--- src/hw/rtl/nsp_pkg.sv ---
// ----------------------------------------------------------------------------
// nsp_pkg: shared types and constants of the NMEA sentence parser
// Character codes, result kinds, sentence type codes and the summary and
// result records that pass between the parser state and the result former.
// ----------------------------------------------------------------------------
package nsp_pkg;

    typedef logic [7:0] t_byte;

    // ASCII characters the parser reacts to
    localparam t_byte CH_DOLLAR = 8'h24;
    localparam t_byte CH_STAR   = 8'h2A;
    localparam t_byte CH_COMMA  = 8'h2C;
    localparam t_byte CH_LF     = 8'h0A;
    localparam t_byte CH_ZERO   = 8'h30;
    localparam t_byte CH_A      = 8'h41;
    localparam t_byte CH_C      = 8'h43;
    localparam t_byte CH_G      = 8'h47;
    localparam t_byte CH_M      = 8'h4D;
    localparam t_byte CH_N      = 8'h4E;
    localparam t_byte CH_P      = 8'h50;
    localparam t_byte CH_R      = 8'h52;

    // result kinds
    localparam logic [2:0] KIND_BAD_CK = 3'd0;
    localparam logic [2:0] KIND_FEW    = 3'd1;
    localparam logic [2:0] KIND_OTHER  = 3'd2;
    localparam logic [2:0] KIND_RMC    = 3'd3;
    localparam logic [2:0] KIND_GGA    = 3'd4;

    // sentence type tracking
    localparam logic [1:0] ST_OTHER  = 2'd0;
    localparam logic [1:0] ST_PREFIX = 2'd1;
    localparam logic [1:0] ST_RMC    = 2'd2;
    localparam logic [1:0] ST_GGA    = 2'd3;

    // checksum phases
    localparam logic [1:0] CK_BODY = 2'd0;
    localparam logic [1:0] CK_HEX  = 2'd1;
    localparam logic [1:0] CK_DONE = 2'd2;

    // state of a finished sentence, as seen at its line feed
    typedef struct packed {
        logic       ck_ok;
        logic       few_fields;
        logic [1:0] stype;
        logic       time_ok;
        logic       date_ok;
        logic       stat_a;
        t_byte      hour;
        t_byte      minute;
        t_byte      second;
        t_byte      day;
        t_byte      month;
        t_byte      year;
        t_byte      fix;
        t_byte      sats;
    } t_summary;

    typedef struct packed {
        logic [2:0] kind;
        logic       status_active;
        logic       time_ok;
        t_byte      hour;
        t_byte      minute;
        t_byte      second;
        logic       date_ok;
        t_byte      day;
        t_byte      month;
        t_byte      year;
        t_byte      fix;
        t_byte      sats;
    } t_result;

    // {valid, value} of an ASCII hex digit
    function automatic logic [4:0] hex_value(input t_byte c);
        logic [4:0] h;
        h = 5'd0;
        if (c >= 8'h30 && c <= 8'h39) begin
            h = {1'b1, 4'(c - 8'h30)};
        end else if (c >= 8'h41 && c <= 8'h46) begin
            h = {1'b1, 4'(c - 8'h37)};
        end else if (c >= 8'h61 && c <= 8'h66) begin
            h = {1'b1, 4'(c - 8'h57)};
        end
        return h;
    endfunction

endpackage

--- src/hw/rtl/nsp_result.sv ---
// ----------------------------------------------------------------------------
// nsp_result: result former
// Classifies a finished sentence and masks the decoded fields that do not
// apply to its kind.
// ----------------------------------------------------------------------------
module nsp_result (
    input  nsp_pkg::t_summary i_sum,
    output nsp_pkg::t_result  o_res
);
    import nsp_pkg::*;

    logic [2:0] kind;

    always_comb begin
        priority if (!i_sum.ck_ok) begin
            kind = KIND_BAD_CK;
        end else if (i_sum.stype != ST_RMC && i_sum.stype != ST_GGA) begin
            kind = KIND_OTHER;
        end else if (i_sum.few_fields) begin
            kind = KIND_FEW;
        end else if (i_sum.stype == ST_RMC) begin
            kind = KIND_RMC;
        end else begin
            kind = KIND_GGA;
        end
    end

    always_comb begin
        o_res      = '0;
        o_res.kind = kind;
        if (kind == KIND_RMC) begin
            // nothing beyond the status unless active, no date without time
            if (i_sum.stat_a) begin
                o_res.status_active = 1'b1;
                if (i_sum.time_ok) begin
                    o_res.time_ok = 1'b1;
                    o_res.hour    = i_sum.hour;
                    o_res.minute  = i_sum.minute;
                    o_res.second  = i_sum.second;
                    if (i_sum.date_ok) begin
                        o_res.date_ok = 1'b1;
                        o_res.day     = i_sum.day;
                        o_res.month   = i_sum.month;
                        o_res.year    = i_sum.year;
                    end
                end
            end
        end else if (kind == KIND_GGA) begin
            if (i_sum.time_ok) begin
                o_res.time_ok = 1'b1;
                o_res.hour    = i_sum.hour;
                o_res.minute  = i_sum.minute;
                o_res.second  = i_sum.second;
            end
            o_res.fix  = i_sum.fix;
            o_res.sats = i_sum.sats;
        end
    end

endmodule

--- src/hw/rtl/nmea_sentence_parser.sv ---
// ----------------------------------------------------------------------------
// nmea_sentence_parser: NMEA 0183 sentence parser
// Byte-wide parser for RMC and GGA sentences with checksum check.
// ----------------------------------------------------------------------------
// Takes one received character per item and accepts a new item every cycle.
// Each byte is registered, then the sentence state (checksum XOR, received
// hex checksum, field index, decoded digits) is updated from it. The line
// feed that ends a sentence presents one result item through the input
// register and then the output register; no other byte yields anything.
// Input stalls only when a line feed is due while the output register still
// holds an untaken result. Bytes beyond MAX_LINE-1 in a sentence are dropped
// and the sentence reports a checksum failure; commas beyond the first
// MAX_FIELDS-1 belong to the last field.
// ----------------------------------------------------------------------------
module nmea_sentence_parser #(
    parameter int MAX_LINE   = 128,
    parameter int MAX_FIELDS = 20
) (
    input  logic       i_clk,
    input  logic       i_rst_n,
    input  logic       i_in_valid,
    output logic       o_in_stall,
    input  logic [7:0] i_rx_byte,
    output logic       o_out_valid,
    input  logic       i_out_stall,
    output logic [2:0] o_sentence_kind,
    output logic       o_status_active,
    output logic       o_time_ok,
    output logic [7:0] o_hour,
    output logic [7:0] o_minute,
    output logic [7:0] o_second,
    output logic       o_date_ok,
    output logic [7:0] o_day_of_month,
    output logic [7:0] o_month_number,
    output logic [7:0] o_year_in_century,
    output logic [7:0] o_fix_type,
    output logic [7:0] o_satellite_count
);
    import nsp_pkg::*;

    localparam int CW = $clog2(MAX_LINE);
    localparam int FW = $clog2(MAX_FIELDS);
    localparam logic [CW-1:0] MAX_CC  = CW'(MAX_LINE - 1);
    localparam logic [FW-1:0] LAST_FI = FW'(MAX_FIELDS - 1);

    // input register
    logic  r_in_valid;
    t_byte r_in_byte;

    // sentence state
    logic          r_in_sentence, n_in_sentence;
    logic [CW-1:0] r_cc, n_cc;
    t_byte         r_xor, n_xor;
    logic [1:0]    r_ck_phase, n_ck_phase;
    t_byte         r_ck_recv, n_ck_recv;
    logic [FW-1:0] r_field_idx, n_field_idx;
    logic [2:0]    r_cif, n_cif;
    logic [1:0]    r_stype, n_stype;
    t_byte         r_pair [6];
    t_byte         n_pair [6];
    t_byte         r_fix, n_fix;
    t_byte         r_sats, n_sats;
    logic          r_alive, n_alive;
    logic          r_time_ok, n_time_ok;
    logic          r_date_ok, n_date_ok;
    logic          r_stat_a, n_stat_a;
    logic          r_ovf, n_ovf;

    // output register
    logic    r_out_valid;
    t_result r_out;

    t_byte    c;
    logic     emits;
    logic     proc_fire;
    t_summary sum;
    t_result  res;

    assign c         = r_in_byte;
    assign emits     = r_in_sentence && (c == CH_LF);
    assign proc_fire = r_in_valid && !(emits && r_out_valid && i_out_stall);
    assign o_in_stall = r_in_valid && !proc_fire;

    always_comb begin
        logic          start;
        logic [CW-1:0] p;
        logic [4:0]    h;
        t_byte         d;
        logic          is_dig;
        logic [11:0]   v;
        logic [2:0]    pidx;
        logic          pair_fld;
        logic [1:0]    pbase;

        start = (c == CH_DOLLAR);
        p      = '0;
        h      = hex_value(c);
        d      = c - CH_ZERO;
        is_dig = (c >= CH_ZERO) && (c <= 8'h39);
        v      = 12'd0;
        pidx   = 3'd0;
        pair_fld = 1'b0;
        pbase  = 2'd0;

        n_in_sentence = r_in_sentence;
        if (start) begin
            n_cc        = '0;
            n_xor       = '0;
            n_ck_phase  = CK_BODY;
            n_ck_recv   = '0;
            n_field_idx = '0;
            n_cif       = '0;
            n_stype     = ST_PREFIX;
            n_pair      = '{default: '0};
            n_fix       = '0;
            n_sats      = '0;
            n_alive     = 1'b1;
            n_time_ok   = 1'b0;
            n_date_ok   = 1'b0;
            n_stat_a    = 1'b0;
            n_ovf       = 1'b0;
        end else begin
            n_cc        = r_cc;
            n_xor       = r_xor;
            n_ck_phase  = r_ck_phase;
            n_ck_recv   = r_ck_recv;
            n_field_idx = r_field_idx;
            n_cif       = r_cif;
            n_stype     = r_stype;
            n_pair      = r_pair;
            n_fix       = r_fix;
            n_sats      = r_sats;
            n_alive     = r_alive;
            n_time_ok   = r_time_ok;
            n_date_ok   = r_date_ok;
            n_stat_a    = r_stat_a;
            n_ovf       = r_ovf;
        end

        if (start || r_in_sentence) begin
            if (n_cc < MAX_CC) begin
                p    = n_cc;
                n_cc = n_cc + CW'(1);

                // "$G[NP]RMC" / "$G[NP]GGA" prefix match
                priority if (p == CW'(1)) begin
                    if (c != CH_G) n_stype = ST_OTHER;
                end else if (p == CW'(2)) begin
                    if (c != CH_N && c != CH_P) n_stype = ST_OTHER;
                end else if (p == CW'(3)) begin
                    if (n_stype == ST_PREFIX) begin
                        n_stype = (c == CH_R) ? ST_RMC : (c == CH_G) ? ST_GGA : ST_OTHER;
                    end
                end else if (p == CW'(4)) begin
                    if ((n_stype == ST_RMC && c != CH_M) || (n_stype == ST_GGA && c != CH_G))
                        n_stype = ST_OTHER;
                end else if (p == CW'(5)) begin
                    if ((n_stype == ST_RMC && c != CH_C) || (n_stype == ST_GGA && c != CH_A))
                        n_stype = ST_OTHER;
                end else begin
                end

                if (p != '0) begin
                    if (n_ck_phase == CK_BODY) begin
                        if (c == CH_STAR) n_ck_phase = CK_HEX;
                        else n_xor = n_xor ^ c;
                    end else if (n_ck_phase == CK_HEX) begin
                        if (h[4]) n_ck_recv = {n_ck_recv[3:0], h[3:0]};
                        else n_ck_phase = CK_DONE;
                    end
                end

                if (c == CH_COMMA && n_field_idx < LAST_FI) begin
                    n_field_idx = n_field_idx + FW'(1);
                    n_cif       = '0;
                    n_alive     = 1'b1;
                end else begin
                    if (n_field_idx == FW'(1)) begin
                        pair_fld = 1'b1;
                        pbase    = 2'd0;
                    end else if (n_field_idx == FW'(9)) begin
                        pair_fld = 1'b1;
                        pbase    = 2'd3;
                    end
                    // hhmmss / ddmmyy: two digits per value, no digit check
                    if (pair_fld && n_cif <= 3'd5) begin
                        pidx = {1'b0, n_cif[2:1]} + {1'b0, pbase};
                        if (!n_cif[0]) n_pair[pidx] = {d[4:0], 3'b000} + {d[6:0], 1'b0};
                        else n_pair[pidx] = n_pair[pidx] + d;
                        if (n_cif == 3'd5) begin
                            if (pbase == 2'd0) n_time_ok = 1'b1;
                            else n_date_ok = 1'b1;
                        end
                    end
                    if (n_field_idx == FW'(2) && n_cif == '0 && c == CH_A) n_stat_a = 1'b1;
                    if (n_field_idx == FW'(6) || n_field_idx == FW'(7)) begin
                        if (n_alive && is_dig) begin
                            v = (n_field_idx == FW'(6)) ? {1'b0, n_fix, 3'b000} +
                                {3'b000, n_fix, 1'b0} : {1'b0, n_sats, 3'b000} +
                                {3'b000, n_sats, 1'b0};
                            v = v + {8'd0, d[3:0]};
                            if (n_field_idx == FW'(6))
                                n_fix = (v > 12'd255) ? 8'hFF : v[7:0];
                            else
                                n_sats = (v > 12'd255) ? 8'hFF : v[7:0];
                        end else begin
                            n_alive = 1'b0;
                        end
                    end
                    // only positions 0..5 matter, so the count saturates at 6
                    if (n_cif < 3'd6) n_cif = n_cif + 3'd1;
                end
            end else begin
                n_ovf = 1'b1;
            end
            n_in_sentence = (c != CH_LF);
        end
    end

    always_comb begin
        sum            = '0;
        sum.ck_ok      = !n_ovf && (n_ck_phase != CK_BODY) && (n_xor == n_ck_recv);
        sum.few_fields = (n_field_idx < FW'(9));
        sum.stype      = n_stype;
        sum.time_ok    = n_time_ok;
        sum.date_ok    = n_date_ok;
        sum.stat_a     = n_stat_a;
        sum.hour       = n_pair[0];
        sum.minute     = n_pair[1];
        sum.second     = n_pair[2];
        sum.day        = n_pair[3];
        sum.month      = n_pair[4];
        sum.year       = n_pair[5];
        sum.fix        = n_fix;
        sum.sats       = n_sats;
    end

    nsp_result u_result (
        .i_sum (sum),
        .o_res (res)
    );

    always_ff @(posedge i_clk) begin
        if (!i_rst_n) begin
            r_in_valid <= 1'b0;
        end else if (i_in_valid && !o_in_stall) begin
            r_in_valid <= 1'b1;
        end else if (proc_fire) begin
            r_in_valid <= 1'b0;
        end
    end

    always_ff @(posedge i_clk) begin
        if (i_in_valid && !o_in_stall) begin
            r_in_byte <= i_rx_byte;
        end
    end

    always_ff @(posedge i_clk) begin
        if (!i_rst_n) begin
            r_in_sentence <= 1'b0;
            r_cc          <= '0;
            r_xor         <= '0;
            r_ck_phase    <= CK_BODY;
            r_ck_recv     <= '0;
            r_field_idx   <= '0;
            r_cif         <= '0;
            r_stype       <= ST_OTHER;
            r_pair        <= '{default: '0};
            r_fix         <= '0;
            r_sats        <= '0;
            r_alive       <= 1'b0;
            r_time_ok     <= 1'b0;
            r_date_ok     <= 1'b0;
            r_stat_a      <= 1'b0;
            r_ovf         <= 1'b0;
        end else if (proc_fire) begin
            r_in_sentence <= n_in_sentence;
            r_cc          <= n_cc;
            r_xor         <= n_xor;
            r_ck_phase    <= n_ck_phase;
            r_ck_recv     <= n_ck_recv;
            r_field_idx   <= n_field_idx;
            r_cif         <= n_cif;
            r_stype       <= n_stype;
            r_pair        <= n_pair;
            r_fix         <= n_fix;
            r_sats        <= n_sats;
            r_alive       <= n_alive;
            r_time_ok     <= n_time_ok;
            r_date_ok     <= n_date_ok;
            r_stat_a      <= n_stat_a;
            r_ovf         <= n_ovf;
        end
    end

    always_ff @(posedge i_clk) begin
        if (!i_rst_n) begin
            r_out_valid <= 1'b0;
        end else if (proc_fire && emits) begin
            r_out_valid <= 1'b1;
        end else if (!i_out_stall) begin
            r_out_valid <= 1'b0;
        end
    end

    always_ff @(posedge i_clk) begin
        if (proc_fire && emits) begin
            r_out <= res;
        end
    end

    assign o_out_valid       = r_out_valid;
    assign o_sentence_kind   = r_out.kind;
    assign o_status_active   = r_out.status_active;
    assign o_time_ok         = r_out.time_ok;
    assign o_hour            = r_out.hour;
    assign o_minute          = r_out.minute;
    assign o_second          = r_out.second;
    assign o_date_ok         = r_out.date_ok;
    assign o_day_of_month    = r_out.day;
    assign o_month_number    = r_out.month;
    assign o_year_in_century = r_out.year;
    assign o_fix_type        = r_out.fix;
    assign o_satellite_count = r_out.sats;

    a_ck_phase_legal: assert property (@(posedge i_clk) disable iff (!i_rst_n)
        r_ck_phase != 2'd3)
        else $error("checksum phase took an unused code");

    a_cc_bound: assert property (@(posedge i_clk) disable iff (!i_rst_n)
        r_cc <= MAX_CC)
        else $error("character count passed the line limit");

    a_field_bound: assert property (@(posedge i_clk) disable iff (!i_rst_n)
        r_field_idx <= LAST_FI)
        else $error("field index passed the field limit");

    a_rmc_inactive: assert property (@(posedge i_clk) disable iff (!i_rst_n)
        o_out_valid && o_sentence_kind == KIND_RMC && !o_status_active
        |-> !o_time_ok && !o_date_ok && o_hour == 8'd0)
        else $error("inactive RMC item carries time or date");

    a_plain_kinds: assert property (@(posedge i_clk) disable iff (!i_rst_n)
        o_out_valid && (o_sentence_kind == KIND_BAD_CK || o_sentence_kind == KIND_FEW ||
        o_sentence_kind == KIND_OTHER)
        |-> !o_status_active && !o_time_ok && !o_date_ok && o_fix_type == 8'd0)
        else $error("non-decoded item carries field data");

    a_stall_cause: assert property (@(posedge i_clk) disable iff (!i_rst_n)
        o_in_stall |-> r_in_valid && emits && r_out_valid && i_out_stall)
        else $error("input stalled without a blocked line feed");

endmodule

--- config.mk ---
export PLATFORM = sky130hd
export DESIGN_NAME = nmea_sentence_parser
export DESIGN_NICKNAME = d
export VERILOG_FILES = /design/src/hw/rtl/nsp_pkg.sv /design/src/hw/rtl/nsp_result.sv /design/src/hw/rtl/nmea_sentence_parser.sv
export SDC_FILE = /design/constraint.sdc
export NUM_CORES = 1
export LEC_CHECK = 0
export ABC_AREA = 1
export BUFFER_PORTS_ARGS = -buffer_cell sky130_fd_sc_hd__buf_2
export CAP_MARGIN = 20
export CORE_AREA = 2 2 179 181
export CTS_CLUSTER_SIZE = 30
export DETAILED_ROUTE_END_ITERATION = 8
export DIE_AREA = 0 0 181 183
export GPL_TIMING_DRIVEN = 1
export HOLD_SLACK_MARGIN = 0.03
export PLACE_DENSITY = 0.52
export SYNTH_ARGS = -nofsm -noshare
export SYNTH_HDL_FRONTEND = slang
export SYNTH_SLANG_ARGS = --single-unit
--- constraint.sdc ---
create_clock -name i_clk -period 8.1 [get_ports i_clk]
set_clock_uncertainty 0.2 [all_clocks]
set_input_delay 0.81 -clock i_clk [delete_from_list [all_inputs] [get_ports i_clk]]
set_output_delay 0.81 -clock i_clk [all_outputs]
set_load 0.01 [all_outputs]
==> impl_metrics.env <==
export IMPL_die_x_um=181
export IMPL_core_area_sq_um=31230
export IMPL_dr_pass1_iters=5
export IMPL_drcViolationCount=0
export IMPL_path_max_fanout=13
export IMPL_r2r_setup_slack_ns=0.86
export IMPL_critPathKind="flop to flop"
export IMPL_cts_resized=0
export IMPL_ant_nets=0
export IMPL_fin_crit_ns=7.238
export IMPL_die_h_um=183
export IMPL_rr_worst_depth=30
export IMPL_grt_pass1_wl_um=59770
export IMPL_slew_headroom=0.2991
export IMPL_maxCapViolations=0
export IMPL_antenna_found_initial=0
export IMPL_crit_end="o_hour[4]$_DFFE_PP_"
export IMPL_wl_per_cell_um=16.79
export IMPL_required_ns=8.20
export IMPL_end_kind="flop"
export IMPL_start_util=0.3955
export IMPL_synth_seq_cells=185
export IMPL_final_nets=1898
export IMPL_cts_setup_buffers=0
export IMPL_numPortBuffers=83
export IMPL_hold_violations=0
export IMPL_vdd_ir_drop_worst_mv=0.1284
export IMPL_tns_ns=0
export IMPL_setup_viol=0
export IMPL_critPathLaunch="c[1]$_DFFE_PP_"
export IMPL_synth_warnings=0
export IMPL_yosys_cell_types_count=64
export IMPL_r2r_end="o_hour[4]$_DFFE_PP_"
export IMPL_hold_path_class="flop to flop"
export IMPL_grt_usage=0.2309
export IMPL_async_flop_share=0
export IMPL_via_per_inst=5.151
export IMPL_crit_slowest_cell="edfxtp_1"
export IMPL_fin_hold_ws_ns=0.2674
export IMPL_ys_seq_area_frac=0.3631
export IMPL_areaGrowthSynthToFinish_pct=10.13
export IMPL_cts_hold_buf=0
export IMPL_min_period_over_period=0.8936
export IMPL_cts_tree="done"
export IMPL_synth_edf_count=78
export IMPL_outcome="completed"
export IMPL_max_stage_delay_ns=0.60
export IMPL_syn_num_nets=1851
export IMPL_arrival_ns=7.34
export IMPL_rows=65
export IMPL_place_gp_congestion=0.8830
export IMPL_synth_cells=1797
export IMPL_dpl_hpwl_um=27180
export IMPL_p_per_area_nw_per_um2=164.5
export IMPL_io_pins=84
export IMPL_final_max_slew_violation_count=0
export IMPL_first_global_vias=10920
export IMPL_syn_area_sq_um=12350
export IMPL_drt_initial_drc_count=1070
export IMPL_cts_made_buffers=17
export IMPL_startpoint_type="flop"
export IMPL_cts_sinks=185
export IMPL_grt_max_degree=84
export IMPL_clkTransAtPathRegs_ns=0.07
export IMPL_clockBufferDepth=2
export IMPL_antennaDiodeCount=0
export IMPL_cts_root_buf="clkbuf_16"
export IMPL_num_vias=11640
export IMPL_critPathMostFrequentCell="inv_1"
export IMPL_fmax_ghz=0.1382
export IMPL_p_total_mw=2.237
export IMPL_drive_above_1_share=0.1029
export IMPL_reg2reg_from="c[1]$_DFFE_PP_"
export IMPL_die_area_sq_um=33120
export IMPL_clkLatencyLatePin_ns=0.46
export IMPL_totalWireLength_um=37920
export IMPL_rsz0062_at_grt="no"
export IMPL_worstMarginPinSlew_ns=1.051
export IMPL_p_leak_nw=6.534
export IMPL_avgSynthCellArea_sq_um=6.873
export IMPL_ys_flop_type="dfxtp_1"
export IMPL_htreeDepth=4
export IMPL_gr_total_overflow=0
## layout make-up
type	count	area [sq um]
Sequential cell	185	4484
Fill cell	3365	17630
Tap cell	402	503.0
Inverter	321	1215
Clock buffer	18	429.2
Timing Repair Buffer	98	528.0
Multi-Input combinational cell	1221	6330
Clock inverter	14	112.6
## report_power, final
| group | internal (mW) | total [mW] | switching, mW |
|---|---|---|---|
| sequential | 0.997 | 1.02 | 0.0260 |
| combinational | 0.130 | 0.408 | 0.278 |
| clock | 0.400 | 0.806 | 0.405 |
## worst min-delay path by stage
stage	startpoint	endpoint	slack [ns]	cells past startpoint
CTS	r_cif[0]$_SDFFE_PN0P_	r_cif[0]$_SDFFE_PN0P_	0.27	2
global placement	r_cif[0]$_SDFFE_PN0P_	r_cif[0]$_SDFFE_PN0P_	0.25	2
detailed placement	r_cif[0]$_SDFFE_PN0P_	r_cif[0]$_SDFFE_PN0P_	0.26	2
global route	i_rx_byte[7]	c[7]$_DFFE_PP_	0.30	1
finish	r_cif[0]$_SDFFE_PN0P_	r_cif[0]$_SDFFE_PN0P_	0.27	2
floorplan	r_cif[0]$_SDFFE_PN0P_	r_cif[0]$_SDFFE_PN0P_	0.25	2
## registers in the layout (all words and copies together) (netlist names), 3 cells and up
signal             flops
r_pair                48
c                      8
o_day_of_month         8
o_fix_type             8
o_hour                 8
o_minute               8
o_month_number         8
o_satellite_count      8
o_second               8
o_year_in_century      8
r_ck_recv              8
r_fix                  8
r_sats                 8
r_xor                  8
r_cc                   7
r_field_idx            5
o_sentence_kind        3
r_cif                  3
## worst max-delay path, delay by kind of cell (launching register included)
family	cells	cell delay, ns
buf+inv	8	1.30
xor+xnor	1	0.10
compound gates	5	1.64
simple gates	10	1.53
flops	1	0.60
fa+ha+maj	6	1.72
## cell families (layout without fill, tap and decap cells)
group           count (synthesis)  count (layout)  share of synthesized area
compound gates                366             366                     0.1698
xor+xnor                       30              30                    0.02188
fa+ha+maj                      42              42                    0.04498
simple gates                  783             783                     0.2753
buf+inv                       391             451                     0.1250
flops                         185             185                     0.3631
## through the flow
| step | area [sq um] | worst slack, ns | std cells | utilization |
|---|---|---|---|---|
| after floorplan | 12350 | 1.933 | 1797 | - |
| after global placement | 13060 | 1.078 | 2227 | 0.4182 |
| after detailed placement | 13060 | 0.9228 | 2227 | 0.4182 |
| after CTS | 13600 | 0.8840 | 2259 | 0.4355 |
| after global routing | 13600 | 0.2702 | 2259 | 0.4355 |
| final | 13600 | 0.8620 | 2259 | 0.4355 |
## synthesized netlist by cell type, drive strengths merged, types with 3 or more instances
cell type	number	area, sq um
nor4	4	25.02
inv	317	1192
a21oi	126	634.4
clkinv	4	20.02
xor2	19	166.4
buf	23	155.1
a221oi	3	26.28
nand3b	5	37.54
nand2	362	1405
clkbuf	47	176.4
a211oi	7	52.55
o211ai	32	254.0
o221ai	4	35.03
fa	4	80.08
a21o	3	22.52
dfxtp	107	2142
a31oi	8	50.05
edfxtp	78	2342
o31ai	4	35.03
nand3	110	575.6
and2	3	18.77
xnor2	11	103.9
ha	38	475.5
nor3b	4	30.03
o21a	6	45.04
nor2	256	1038
nor3	26	157.7
o21ai	143	719.4
nand4	10	92.59
o22ai	15	93.84
## per-layer routing
metal  GRT usage  share of wire  vias up
met4     0.06699          0.016        0
met1      0.3241           0.48     5369
met3     0.03415          0.050       38
met2      0.3697           0.45      338
li1            -              -     5892
met5           0              0        -
## cell usage in the layout, fill, tap and decap left out, types with 8 or more instances in the layout
cell | netlist | layout
a21oi_1 | 125 | 125
a31oi_1 | 8 | 8
buf_2 | 10 | 83
buf_4 | 2 | 15
clkbuf_16 | 0 | 17
dfxtp_1 | 107 | 107
edfxtp_1 | 78 | 78
ha_1 | 38 | 38
inv_1 | 304 | 302
inv_2 | 12 | 12
nand2_1 | 355 | 354
nand3_1 | 105 | 105
nand4_1 | 8 | 8
nor2_1 | 237 | 237
nor2_2 | 13 | 12
nor3_1 | 23 | 23
o211ai_1 | 31 | 31
o21ai_0 | 136 | 136
o22ai_1 | 15 | 15
xnor2_1 | 10 | 10
xor2_1 | 19 | 19
(Power assumes the default switching activity.)
